File: src/rtl/cmqg_pkg.sv
// shared types, constants and helpers for the controlled gate block
package cmqg_pkg;

  localparam int MAX_QUBITS  = 10;
  localparam int MAX_TARGETS = 3;
  localparam int AMP_WIDTH   = 16;
  localparam int FRAC_BITS   = AMP_WIDTH - 2;
  localparam int MAT_SIDE    = 1 << MAX_TARGETS;
  localparam int MAT_DEPTH   = MAT_SIDE * MAT_SIDE;
  localparam int STORE_DEPTH = 1 << MAX_QUBITS;
  localparam int QW          = $clog2(STORE_DEPTH);
  localparam int KW          = MAX_TARGETS;
  localparam int MW          = 2 * MAX_TARGETS;
  localparam int ACC_WIDTH   = AMP_WIDTH + 8;
  localparam int PROD_WIDTH  = 2 * AMP_WIDTH;

  typedef enum logic [1:0] {
    REQ_WR_MAT = 2'd0,
    REQ_WR_AMP = 2'd1,
    REQ_APPLY  = 2'd2,
    REQ_RD_AMP = 2'd3
  } req_t;

  typedef enum logic [1:0] {
    ST_OK      = 2'd0,
    ST_BADMASK = 2'd1,
    ST_RANGE   = 2'd2
  } status_t;

  typedef enum logic [1:0] {
    CFG_QUBITS  = 2'd0,
    CFG_TARGETS = 2'd1,
    CFG_CONTROL = 2'd2,
    CFG_PATTERN = 2'd3
  } cfg_idx_t;

  typedef enum logic [3:0] {
    S_IDLE, S_RDWAIT, S_GROUP, S_LOAD, S_LOADW, S_ROW, S_MAC, S_MACW,
    S_PROD, S_WRITE, S_DONE
  } state_t;

  typedef struct packed {
    logic [1:0]                  req_type;
    logic [9:0]                  slot;
    logic signed [AMP_WIDTH-1:0] value_re;
    logic signed [AMP_WIDTH-1:0] value_im;
  } in_beat_t;

  typedef struct packed {
    logic signed [AMP_WIDTH-1:0] out_re;
    logic signed [AMP_WIDTH-1:0] out_im;
    logic [1:0]                  status;
  } out_beat_t;

  // commands from sequencer to the multiply-accumulate unit
  typedef struct packed {
    logic       clear;
    logic       step;
    logic [1:0] phase;
  } mac_ctl_t;

  // deposit the low bits of v into the set positions of mask
  function automatic logic [QW-1:0] deposit(input logic [QW-1:0] v,
                                            input logic [QW-1:0] mask);
    logic [QW-1:0] res;
    int            j;
    res = '0;
    j = 0;
    for (int p = 0; p < QW; p++) begin
      if (mask[p]) begin
        res[p] = v[j];
        j++;
      end
    end
    return res;
  endfunction

  function automatic logic [3:0] popc(input logic [QW-1:0] m);
    logic [3:0] n;
    n = '0;
    for (int p = 0; p < QW; p++) n = n + {3'd0, m[p]};
    return n;
  endfunction

endpackage

File: src/rtl/cmqg_mac.sv
// shared multiplier with rounding and complex accumulation
module cmqg_mac (
  input  logic                                   clk,
  input  cmqg_pkg::mac_ctl_t                     ctl,
  input  logic signed [cmqg_pkg::AMP_WIDTH-1:0]  m_re,
  input  logic signed [cmqg_pkg::AMP_WIDTH-1:0]  m_im,
  input  logic signed [cmqg_pkg::AMP_WIDTH-1:0]  a_re,
  input  logic signed [cmqg_pkg::AMP_WIDTH-1:0]  a_im,
  output logic signed [cmqg_pkg::AMP_WIDTH-1:0]  sum_re,
  output logic signed [cmqg_pkg::AMP_WIDTH-1:0]  sum_im
);
  import cmqg_pkg::*;

  logic signed [AMP_WIDTH-1:0]  op_a, op_b;
  logic signed [PROD_WIDTH-1:0] prod;
  logic signed [PROD_WIDTH-1:0] prod_rnd;
  logic signed [ACC_WIDTH-1:0]  term;
  logic signed [ACC_WIDTH-1:0]  acc_re_r, acc_im_r;
  localparam logic signed [ACC_WIDTH-1:0] SAT_HI = ACC_WIDTH'((1 << (AMP_WIDTH-1)) - 1);
  localparam logic signed [ACC_WIDTH-1:0] SAT_LO = -ACC_WIDTH'(1 << (AMP_WIDTH-1));

  // one real product per step: re*re, im*im, re*im, im*re
  always_comb begin
    case (ctl.phase)
      2'd0:    begin op_a = m_re; op_b = a_re; end
      2'd1:    begin op_a = m_im; op_b = a_im; end
      2'd2:    begin op_a = m_re; op_b = a_im; end
      default: begin op_a = m_im; op_b = a_re; end
    endcase
    prod     = op_a * op_b;
    prod_rnd = (prod + PROD_WIDTH'(1 << (FRAC_BITS-1))) >>> FRAC_BITS;
    term     = ACC_WIDTH'(prod_rnd);
  end

  // accumulate into real or imaginary sum
  always_ff @(posedge clk) begin
    if (ctl.clear) begin
      acc_re_r <= '0;
      acc_im_r <= '0;
    end else if (ctl.step) begin
      case (ctl.phase)
        2'd0:    acc_re_r <= acc_re_r + term;
        2'd1:    acc_re_r <= acc_re_r - term;
        default: acc_im_r <= acc_im_r + term;
      endcase
    end
  end

  // saturate to amplitude range
  always_comb begin
    if (acc_re_r > SAT_HI)      sum_re = SAT_HI[AMP_WIDTH-1:0];
    else if (acc_re_r < SAT_LO) sum_re = SAT_LO[AMP_WIDTH-1:0];
    else                        sum_re = acc_re_r[AMP_WIDTH-1:0];
    if (acc_im_r > SAT_HI)      sum_im = SAT_HI[AMP_WIDTH-1:0];
    else if (acc_im_r < SAT_LO) sum_im = SAT_LO[AMP_WIDTH-1:0];
    else                        sum_im = acc_im_r[AMP_WIDTH-1:0];
  end

endmodule

File: config.mk
export PLATFORM = sky130hd
export DESIGN_NAME = cmqg_mac
export DESIGN_NICKNAME = d
export VERILOG_FILES = /design/src/rtl/cmqg_pkg.sv /design/src/rtl/cmqg_mac.sv
export SDC_FILE = /design/constraint.sdc
export NUM_CORES = 1
export LEC_CHECK = 0
export ABC_AREA = 1
export BUFFER_PORTS_ARGS = -buffer_cell sky130_fd_sc_hd__buf_2
export CORE_UTILIZATION = 25
export DETAILED_ROUTE_END_ITERATION = 10
export PLACE_DENSITY = 0.42
export SYNTH_ARGS = -nofsm -noshare
export SYNTH_HDL_FRONTEND = slang
export SYNTH_SLANG_ARGS = --single-unit
File: constraint.sdc
create_clock -name clk -period 14.22 [get_ports clk]
set_clock_uncertainty 0.2 [all_clocks]
set_input_delay 2.844 -clock clk [delete_from_list [all_inputs] [get_ports clk]]
set_output_delay 2.844 -clock clk [all_outputs]
set_load 0.01 [all_outputs]
# After elaboration in Yosys (flattened, before gate mapping)
# Cells that the tools add are included.
# Widths: inputs -> output; s select.
# classes
n_bitwise	1
n_addsub	4
reduce_logical	7
n_eq_ne	2
n_mux	7
order_cmp	4
mul	1
# ops
cell	n
$mux 16	6
$add 24x18->24	2
$gt 24x16->1 const B	2
$lt 24x16->1 const B	2
$pmux 24 s2	1
$add 32x15->32 const B	1
$mul 16x16->32	1
$sub 24x18->24	1
$reduce_or 2->1	3
$reduce_and 2->1	2
$eq 2x1->1 const B	1
$eq 2x2->1 const B	1
$logic_not 2->1	1
$reduce_bool 2->1	1
$not 1->1	1
# word_totals
word_cells	28
regBits	48
in_bits	69
out_inout_bits	32

# Depth between registers and ports, before layout
# Gate-level depths: netlist of run 1.
# logic_depth
depth_word	7
depth_mapped	54
mapped_depth_nobuf	51

# Least setup slack after synthesis of run 1
# OpenSTA, ideal clock, no wires.
# synth_timing
path_kind	input port to flip-flop
start	in ctl[0] in the netlist's numbering
end	reg acc_re_r[21]
t_arrival_ps	11318
t_required_ps	13905
stages	47
path_buffers	3
setup_time_ps	115
path_slack_ps	2586
path_cell_list	inv_1 ha_1 buf_6 buf_2 o21ai_0 clkbuf_1 nand2_1 fa_1 inv_1 fa_1 inv_1 fa_1 inv_1 fa_1 fa_1 inv_1 fa_1 inv_1 [11 not listed] nand2_1 inv_2 nand2_2 nand2_1 xor2_1 inv_1 ha_1 a21oi_1 nor2_1 a211oi_1 a21boi_0 o21ai_1 a21oi_1 inv_1 a31oi_1 xor2_1 o21ai_0 inv_1
# synth_via
elab_chain_cells	7
elab_cells_between_ends	14
cone_classes	3 x add/sub; 1 x mul; 2 x eq/ne; 3 x mux; 5 x reduce/logical
# synth_rtl
element	line	text
start: declaration	cmqg_mac.sv:4	input cmqg_pkg::mac_ctl_t ctl,
$eq 2x2->1, or another cell as far along	cmqg_mac.sv:24	case (ctl.phase)
$reduce_or 2->1 (no source line)	n/a	
$mux 16	cmqg_mac.sv:24	
$mul 16x16->32	cmqg_mac.sv:30	prod = op_a * op_b;
$add 32x15->32	cmqg_mac.sv:31	prod_rnd = (prod + PROD_WIDTH'(1 << (FRAC_BITS-1))) >>> FRAC_BITS;
$sub 24x18->24 or $add 24x18->24 (tied branches)	cmqg_mac.sv:43, cmqg_mac.sv:42	
$pmux 24 s2	cmqg_mac.sv:41	case (ctl.phase)
end signal: assignment	cmqg_mac.sv:42	2'd0: acc_re_r <= acc_re_r + term;
end signal: assignment	cmqg_mac.sv:43	2'd1: acc_re_r <= acc_re_r - term;
end: declaration	cmqg_mac.sv:18	logic signed [ACC_WIDTH-1:0] acc_re_r, acc_im_r;
# Parallel ways exist; a longest one is shown, timed or not.
# A chain may end at the register's enable or synchronous reset.

# Worst setup path after layout of run 1
# Ends and elaborated chain as after synthesis.

==> metrics.md, run 1 <==
| Metric | Value |
|---|---|
| Status | `complete, no violations` |
| Required time worst endpoint | `about 14 ns` |
| Fin. max-slew vios | `0` |
| Row Count | `90` |
| Later-pin clock latency in the skew report | `0.30 ns` |
| # H-tree levels | `2` |
| Worst setup EP type | `flop` |
| Fin Hold WS | `0.298 ns` |
| Hpwl dp | `41900 um` |
| Post-synthesis cell count | `about 2100` |
| Layout cell share with drive strength beyond 1 | `0.0913` |
| Post-DRT Antenna Nets | `0` |
| Total negative slack | `0 ns` |
| Area contributors post-synth | `fa_1, inv_1, ha_1, nand2_1, dfxtp_1` |
| Synth area leader | `fa_1` |
| Met3 GRT Util | `0.0114` |
| Vias | `13472` |
| FF-to-FF setup slack | `~11 ns` |
| Slew @ Worst Pin | `1.19 ns` |
| Max-Cap Viols | `0` |
| Tcrit/Tclk final | `0.928` |
| Clk buf depth | `2` |
| Initial antenna violation count | `0` |
| Die Ht | `between 200 and 250 um` |
| Synth cell types | `49` |
| Starting DRC count in detailed routing | `691` |
| Minimum clock period | `13.20 ns` |
| Crit path largest cell delay | `0.70 ns` |
| Total CTS buffers | `5` |
| Largest net degree at the start of global routing | `40` |
| Die W | `250 um` |
| Synth Warn # | `0` |
| Critical path type | `primary input to flop` |
| Die area | `0.0623 mm^2` |
| Share of the synthesized area in the top cell type | `0.345` |
| Maximum clock frequency | `75.8 MHz` |
| Critical Path Fanout Max | `18` |
| CP most frequent cell | `inv_1` |
| Yosys reg bits | `48` |
| Vias in the first global route | `14222` |
| Core Area | `0.0605 mm^2` |
| # IOs | `101` |
| Final hold viol count | `0` |
| Synth-to-layout area growth | `11.0%` |
| Starting density of the core | `0.254` |
| Cell area after synthesis | `0.0153 mm^2` |
| GR peak layer | `met2` |
| GRT Resource Usage Total | `0.161` |
| Startpoint Class | `primary input` |
| Relative slew slack | `0.205` |
| Antenna diode count | `0` |
| CP max stage cell | `o21ai_1` |
| Hold_buf cts | `0` |
| WL final | `just under 50000 um` |
| Global placement routability congestion | `0.912` |
| First-pass GRT wire length | `slightly below 80000 um` |
| Sequential area share after synthesis | `0.0627` |
| Post-CTS setup buffer count | `0` |
| Final setup viols | `0` |
| GRT met2 Usage | `0.275` |
| Buffers on Ports | `100` |
| CP arrival | `roughly 13 ns` |
| Syn Nets | `2574` |
| GR Util met1 | `0.225` |
| Fillers | `roughly 6700` |
| Nets@finish | `roughly 2700` |
| Syn_area_per_cell | `7.24 um^2` |
| Hold WC Path Type | `flop to flop` |
| Clk sink count | `48` |
| DRC | `0` |
| Average wire per standard cell | `16.1 um` |
| Vias/cell | `4.50` |
| CTS tree | `yes` |
| RSZ-0062 raised after global routing | `no` |
| CTS Root Cell | `clkbuf_16` |
| First-pass detailed-route iteration total | `5` |
| Grt total ovfl | `0` |
| Final Util | `0.282` |
| Clk slew on worst S/H paths | `0.07 ns` |
[final cells by class]
class                           instances  area [um^2]  share of cell area
Inverter                              565         2120               0.125
Multi-Input combinational cell       1459        12100               0.709
Sequential cell                        48          961              0.0564
Clock buffer                            6          139             0.00816
Tap cell                              782          978              0.0575
Clock inverter                          2         13.8            0.000808
Timing Repair Buffer                  133          748              0.0439
[critical path, delay by kind of cell]
kind | cells | cell delay, ns
AND/OR/NAND/NOR | 11 | 1.33
AO/OA/AOI/OAI | 10 | 2.87
buffers and inverters | 13 | 1.34
XOR/XNOR | 3 | 0.43
adder cells (fa/ha/maj) | 10 | 4.35
[per-layer routing]
layer	wire length (um)	part of all wire	vias up
li1	-	-	6536
met1	23000	0.48	6665
met2	22900	0.48	235
met3	1680	0.035	36
met4	579	0.012	0
met5	0	0	-
[sequential cells by signal (all words and copies together), names as in the netlist]
register  count
acc_im_r     24
acc_re_r     24
[path summary, 6_finish.rpt]
check              startpoint      endpoint  depth (start not counted)
setup / recovery       ctl[0]  acc_re_r[21]                         47
hold reg to reg   acc_im_r[2]   acc_im_r[2]                          2
hold / removal    acc_im_r[2]   acc_im_r[2]                          2
setup reg to reg  acc_im_r[0]  acc_im_r[22]                         20
[placed cells by master, fill, tap and decap left out, types with 5 or more instances in the layout]
cell type,netlist,final
dfxtp_1,48,48
nor2_2,6,6
a31oi_1,9,9
clkbuf_16,0,5
a21o_1,5,5
nor3_1,10,10
o21bai_1,9,9
nand4_1,13,13
ha_1,122,122
o21ai_2,4,5
o21a_1,5,5
clkinv_1,6,6
nor4_1,6,6
buf_2,6,100
xnor2_1,25,25
fa_1,264,264
o21ai_1,23,25
nor2_1,207,207
nand3_1,53,53
o21ai_0,96,93
inv_2,6,6
nand2_2,25,25
buf_4,0,33
xor2_1,40,40
nand2_1,349,349
a21oi_1,148,148
inv_1,553,553
[synthesized netlist by cell type (all sizes together)]
cell type,number
nor4,7
xor2,44
nand2,378
a21o,5
a21oi,148
o21a,5
fa,264
o311ai,1
a21boi,5
nor2,214
nor3,13
nand3b,2
nand3,56
clkinv,6
o21ai,124
and2,2
ha,122
o211ai,2
o31ai,2
xnor2,25
o21bai,9
dfxtp,48
a2111oi,1
a211oi,2
nand4,13
a31oi,9
or2,4
clkbuf,36
o221ai,2
buf,11
inv,559
[logic make-up (layout without fill, tap and decap cells)]
kind of cell    Yosys count  count (layout)  synth area share
flops                    48              48            0.0627
fa+ha+maj               386             386             0.444
compound gates          315             315             0.111
simple gates            689             689             0.189
buf+inv                 612             706             0.151
xor+xnor                 69              69            0.0421
[metrics by stage]
step / area (um^2) / worst slack, ns / instances
3_5_place_dp: 16900 / 0.392 / 2987
5_1_grt: 17000 / 0.0620 / 2995
3_3_place_gp: 16900 / 0.395 / 2987
2_1_floorplan: 15300 / 2.59 / 2119
6_report: 17000 / 1.02 / 2995
4_1_cts: 17000 / 0.640 / 2995
[repair_timing]
action,CTS,global route
endpoints found under the hold margin,0,0
resized for setup,0,1
setup endpoints to repair,0,3
Power of run 1 is not shown: default switching activity piles up to over one toggle a cycle in this logic, so the estimate is an artifact.
==> run 2: changes to the inputs <==
Settings changed: PLACE_DENSITY 0.42 to unset.
==> run 2 against run 1 <==
Against the previous run:
- fmax is 0.42% lower
- largest cell class unchanged
- critical path depth is 1 lower
- register-to-register slack worse by 0.05 ns
- sequential share of layout area hardly changed
==> metrics.md, run 2 (synthesized netlist as in run 1, its figures left out) <==
| Metric | Value |
|---|---|
| Commonest non-fill, non-tap cell in the layout | `inv_1` |
| Startpoint Class | `primary input` |
| Max-Cap Viols | `0 (unchanged)` |
| CP most frequent cell | `inv_1` |
| First-pass detailed-route iteration total | `7 (+2)` |
| GRT Resource Usage Total | `0.144 (-0.0169)` |
| Grt total ovfl | `0 (unchanged)` |
| WL final | `43600 um (-9.5%)` |
| Buffers on Ports | `100 (unchanged)` |
| Worst setup path start | `ctl[0]` |
| Biggest registers after layout | `acc_im_r (24), acc_re_r (24)` |
| Post-CTS setup buffer count | `0 (unchanged)` |
| Required time worst endpoint | `14.22 ns (about the same)` |
| Total CTS buffers | `5 (unchanged)` |
| Starting density of the core | `0.254 (unchanged)` |
| Minimum clock period | `13.25 ns (+0.0562 ns)` |
| Starting DRC count in detailed routing | `1001 (+45%)` |
| CTS Root Cell | `clkbuf_16` |
| Min setup slack post-route | `0.966 ns (-0.0562 ns)` |
| Die W | `250 um (unchanged)` |
| Hold Startpoint | `acc_im_r[23]` |
| Clk sink count | `48 (unchanged)` |
| Post-DRT Antenna Nets | `0 (unchanged)` |
| Setup slack at placement | `0.617 ns (+0.224 ns)` |
| Fin. max-slew vios | `0 (unchanged)` |
| Hold_buf cts | `0 (unchanged)` |
| Reg2Reg Launch Point | `acc_im_r[0]` |
| Critical Path Fanout Max | `28 (+10)` |
| CP arrival | `13.26 ns (+0.06 ns)` |
| Die area | `0.0623 mm^2 (unchanged)` |
| DRC | `0 (unchanged)` |
| Clk buf depth | `2 (unchanged)` |
| Vias in the first global route | `13650 (-4.0%)` |
| Nets@finish | `2665 (-0.075%)` |
| Layout cell share with drive strength beyond 1 | `0.0900 (-0.00127)` |
| Placed insts | `2985 (-0.067%)` |
| First-pass GRT wire length | `71300 um (-9.7%)` |
| # IOs | `101 (unchanged)` |
| Crit path largest cell delay | `0.87 ns (+0.17 ns)` |
| CP max stage cell | `o21ai_0` |
| Post-Layout Cell Count | `2994 (-0.033%)` |
| Final hold viol count | `0 (unchanged)` |
| Total negative slack | `0 ns (unchanged)` |
| Clk slew on worst S/H paths | `0.07 ns (about the same)` |
| Slew @ Worst Pin | `1.09 ns (-0.103 ns)` |
| Post-cts sizing count | `0 (unchanged)` |
| Vias/cell | `4.49 (-0.28%)` |
| Row Count | `90 (unchanged)` |
| Fillers | `6621 (-0.75%)` |
| Reg2Reg Depth | `20 (unchanged)` |
| Hold WC Path Type | `flop to flop` |
| Worst setup EP type | `flop` |
| FF-to-FF End | `acc_im_r[22]` |
| Global placement routability congestion | `0.945 (+3.7%)` |
| Later-pin clock latency in the skew report | `0.31 ns (about the same)` |
| Maximum clock frequency | `75.5 MHz (-0.42%)` |
| # H-tree levels | `2 (unchanged)` |
| Synth-to-layout area growth | `10.9% (about the same)` |
| Initial antenna violation count | `1 (+1)` |
| Hpwl dp | `37800 um (-9.8%)` |
| Status | `complete, no violations` |
| CP Capture Point | `acc_re_r[21]` |
| Core Area | `0.0605 mm^2 (unchanged)` |
| Largest net degree at the start of global routing | `40 (unchanged)` |
| CTS tree | `yes` |
| Most frequent cells in the layout | `inv_1, nand2_1, fa_1, nor2_1, a21oi_1` |
| Critical path type | `primary input to flop` |
| Vias | `13430 (-0.31%)` |
| Relative slew slack | `0.274 (+0.0690)` |
| FF-to-FF setup slack | `10.80 ns (-0.05 ns)` |
| Final setup viols | `0 (unchanged)` |
| Tcrit/Tclk final | `0.932 (+0.00395)` |
| RSZ-0062 raised after global routing | `no` |
| Average wire per standard cell | `14.6 um (-9.5%)` |
| Die Ht | `250 um (unchanged)` |
==> run 2: worst min-delay path by stage <==
stage,endpoint,slack [ns],cells past startpoint
floorplan,acc_im_r[0],0.25,2
global placement,acc_im_r[23],0.31,2
detailed placement,acc_im_r[23],0.31,2
CTS,acc_im_r[23],0.32,2
global route,acc_im_r[23],0.36,2
finish,acc_im_r[23],0.32,2
==> run 2: stage by stage <==
| stage | utilization | instance area (um^2) | hold slack, ns |
|---|---|---|---|
| 5_1_grt | 0.281 | 17000 | 0.358 |
| 4_1_cts | 0.281 | 17000 | 0.325 |
| 2_1_floorplan | - | 15300 | 0.248 |
| 3_5_place_dp | 0.279 | 16900 | 0.314 |
| 3_3_place_gp | 0.279 | 16900 | 0.313 |
| 6_report | 0.281 | 17000 | 0.317 |
==> run 2: area by class of cell <==
type | count | area [um^2] | area share
multi-input cells | 1459 | 12100 | 0.709
clock inverters | 1 | 7.51 | 0.000441
clock buffers | 7 | 143 | 0.00838
repair buffers | 131 | 733 | 0.0431
inverters | 565 | 2120 | 0.125
diodes | 1 | 2.50 | 0.000147
well taps | 782 | 978 | 0.0575
flip-flops and latches | 48 | 961 | 0.0565
==> run 2: routing by layer <==
metal  wire length [um]  part of all wire  global-route usage  vias up
met2              20900              0.48               0.249      352
met5                  0                 0                   0        -
met1              19400              0.44               0.190     6498
met4               1100             0.025              0.0362        0
met3               2240             0.051              0.0148       58
li1                   -                 -                   -     6522
==> run 2: critical path, delay by kind of cell <==
kind | cells | cell delay, ns
fa+ha+maj | 10 | 4.13
simple gates | 9 | 1.03
compound gates | 11 | 3.16
xor+xnor | 3 | 0.56
buf+inv | 13 | 1.50
Power of run 2 is left out for the same reason.
==> run 3: changes to the inputs <==
Settings changed: PLACE_DENSITY_LB_ADDON set to 0.05.
==> run 3 against run 2 <==
Against the previous run:
- via count increased by 0.31%
- flip-flop and latch count unchanged
- utilization increased by 0.093 points
- critical path type unchanged
- critical endpoint unchanged
- largest cell class unchanged
==> metrics.md, run 3 (synthesized netlist as in run 1, its figures left out) <==
| Metric | Value |
|---|---|
| Status | `complete, no violations` |
| Minimum clock period | `13.27 ns (+0.0134 ns)` |
| Critical Path Fanout Max | `27 (-3.6%)` |
| CTS tree | `yes` |
| RSZ-0062 raised after global routing | `no` |
| First-pass GRT wire length | `83800 um (+18%)` |
| Max-Cap Viols | `0 (unchanged)` |
| Total CTS buffers | `5 (unchanged)` |
| Die W | `250 um (unchanged)` |
| Antenna diode count | `0 (-1)` |
| Clk buf depth | `2 (unchanged)` |
| Tcrit/Tclk final | `0.933 (+0.000940)` |
| Total negative slack | `0 ns (unchanged)` |
| CP most frequent cell | `inv_1` |
| Worst setup EP type | `flop` |
| Slew @ Worst Pin | `1.15 ns (+0.0569 ns)` |
| Maximum clock frequency | `75.4 MHz (-0.10%)` |
| Clk slew on worst S/H paths | `0.07 ns (about the same)` |
| CTS Root Cell | `clkbuf_16` |
| Row Count | `90 (unchanged)` |
| CP max stage cell | `o21ai_0` |
| Biggest registers after layout | `acc_im_r (24), acc_re_r (24)` |
| Commonest non-fill, non-tap cell in the layout | `inv_1` |
| Critical path type | `primary input to flop` |
| Startpoint Class | `primary input` |
| DRC | `0 (unchanged)` |
| Largest net degree at the start of global routing | `40 (unchanged)` |
| Fin Hold WS | `0.315 ns (-0.00265 ns)` |
| Relative slew slack | `0.236 (-0.0379)` |
| Fin. max-slew vios | `0 (unchanged)` |
| Initial antenna violation count | `0 (-1)` |
| Reg2Reg Launch Point | `acc_im_r[0]` |
| Die area | `0.0623 mm^2 (unchanged)` |
| Vias/cell | `4.49 (+0.10%)` |
| Crit path largest cell delay | `0.68 ns (-0.19 ns)` |
| WL final | `53000 um (+21%)` |
| Global placement routability congestion | `0.879 (-7.1%)` |
| Final hold viol count | `0 (unchanged)` |
| Most frequent cells in the layout | `inv_1, nand2_1, fa_1, nor2_1, a21oi_1` |
| Worst setup path start | `ctl[0]` |
| Final setup viols | `0 (unchanged)` |
| Hold Startpoint | `acc_im_r[2]` |
| First-pass detailed-route iteration total | `5 (-2)` |
| Buffers on Ports | `100 (unchanged)` |
| Later-pin clock latency in the skew report | `0.31 ns (about the same)` |
| Nets@finish | `2672 (+0.26%)` |
| Core Area | `0.0605 mm^2 (unchanged)` |
| Starting density of the core | `0.254 (unchanged)` |
| Layout cell share with drive strength beyond 1 | `0.0938 (+0.00377)` |
| Synth-to-layout area growth | `11.3%` |
| Hpwl dp | `46400 um (+23%)` |
| Grt total ovfl | `0 (unchanged)` |
| CP arrival | `13.27 ns (about the same)` |
| # H-tree levels | `2 (unchanged)` |
| Required time worst endpoint | `14.22 ns (about the same)` |
| Starting DRC count in detailed routing | `737 (-26%)` |
| Clk sink count | `48 (unchanged)` |
| Average wire per standard cell | `17.7 um (+21%)` |
| Post-DRT Antenna Nets | `0 (unchanged)` |
| Die Ht | `250 um (unchanged)` |
| Vias | `13471 (+0.31%)` |
| Vias in the first global route | `14377 (+5.3%)` |
| # IOs | `101 (unchanged)` |
| GRT Resource Usage Total | `0.176 (+0.0327)` |
| Hold WC Path Type | `flop to flop` |
-- run 3: repair_timing --
action / CTS / global route
endpoints found under the setup margin: 0 / 2
gates resized for setup: 0 / 1
setup buffers: 0 / 0
hold buffers: 0 / 0
-- run 3: worst max-delay path: cells and delay by family --
kind	cells	cell delay [ns]
buffers and inverters	14	1.58
adders and majority gates	10	4.18
xor gates and xnor gates	3	0.42
AOI/OAI and AO/OA	10	2.87
and+or+nand+nor	11	1.32
-- run 3: worst paths after layout --
| check | cells after the start | endpoint | slack (ns) |
|---|---|---|---|
| setup reg to reg | 20 | acc_im_r[22] | 10.83 |
| hold reg to reg | 2 | acc_im_r[2] | 0.31 |
| setup / recovery | 48 | acc_re_r[21] | 0.95 |
| hold / removal | 2 | acc_im_r[2] | 0.31 |
-- run 3: stage by stage --
stage               instances  area, um^2  setup slack, ns   util
floorplan                2119       15300             2.59      -
global placement         2992       16900            0.344  0.280
detailed placement       2992       16900            0.537  0.280
CTS                      3000       17100            0.851  0.282
global route             3000       17100            0.131  0.282
finish                   3000       17100            0.953  0.282
-- run 3: cell type report --
class                   instances  area [um^2]
fillers                      6749        43400
multi-input cells            1459        12100
inverters                     565         2120
well taps                     782          978
flip-flops and latches         48          961
repair buffers                138          786
clock buffers                   6          139
clock inverters                 2         13.8
-- run 3: per-layer routing --
layer | up-vias | global-route usage | share of wire
li1 | 6564 | - | -
met1 | 6698 | 0.250 | 0.49
met2 | 187 | 0.301 | 0.47
met3 | 22 | 0.0146 | 0.030
met4 | 0 | 0.0159 | 0.0081
met5 | - | 0 | 0
Power of run 3 is left out for the same reason.
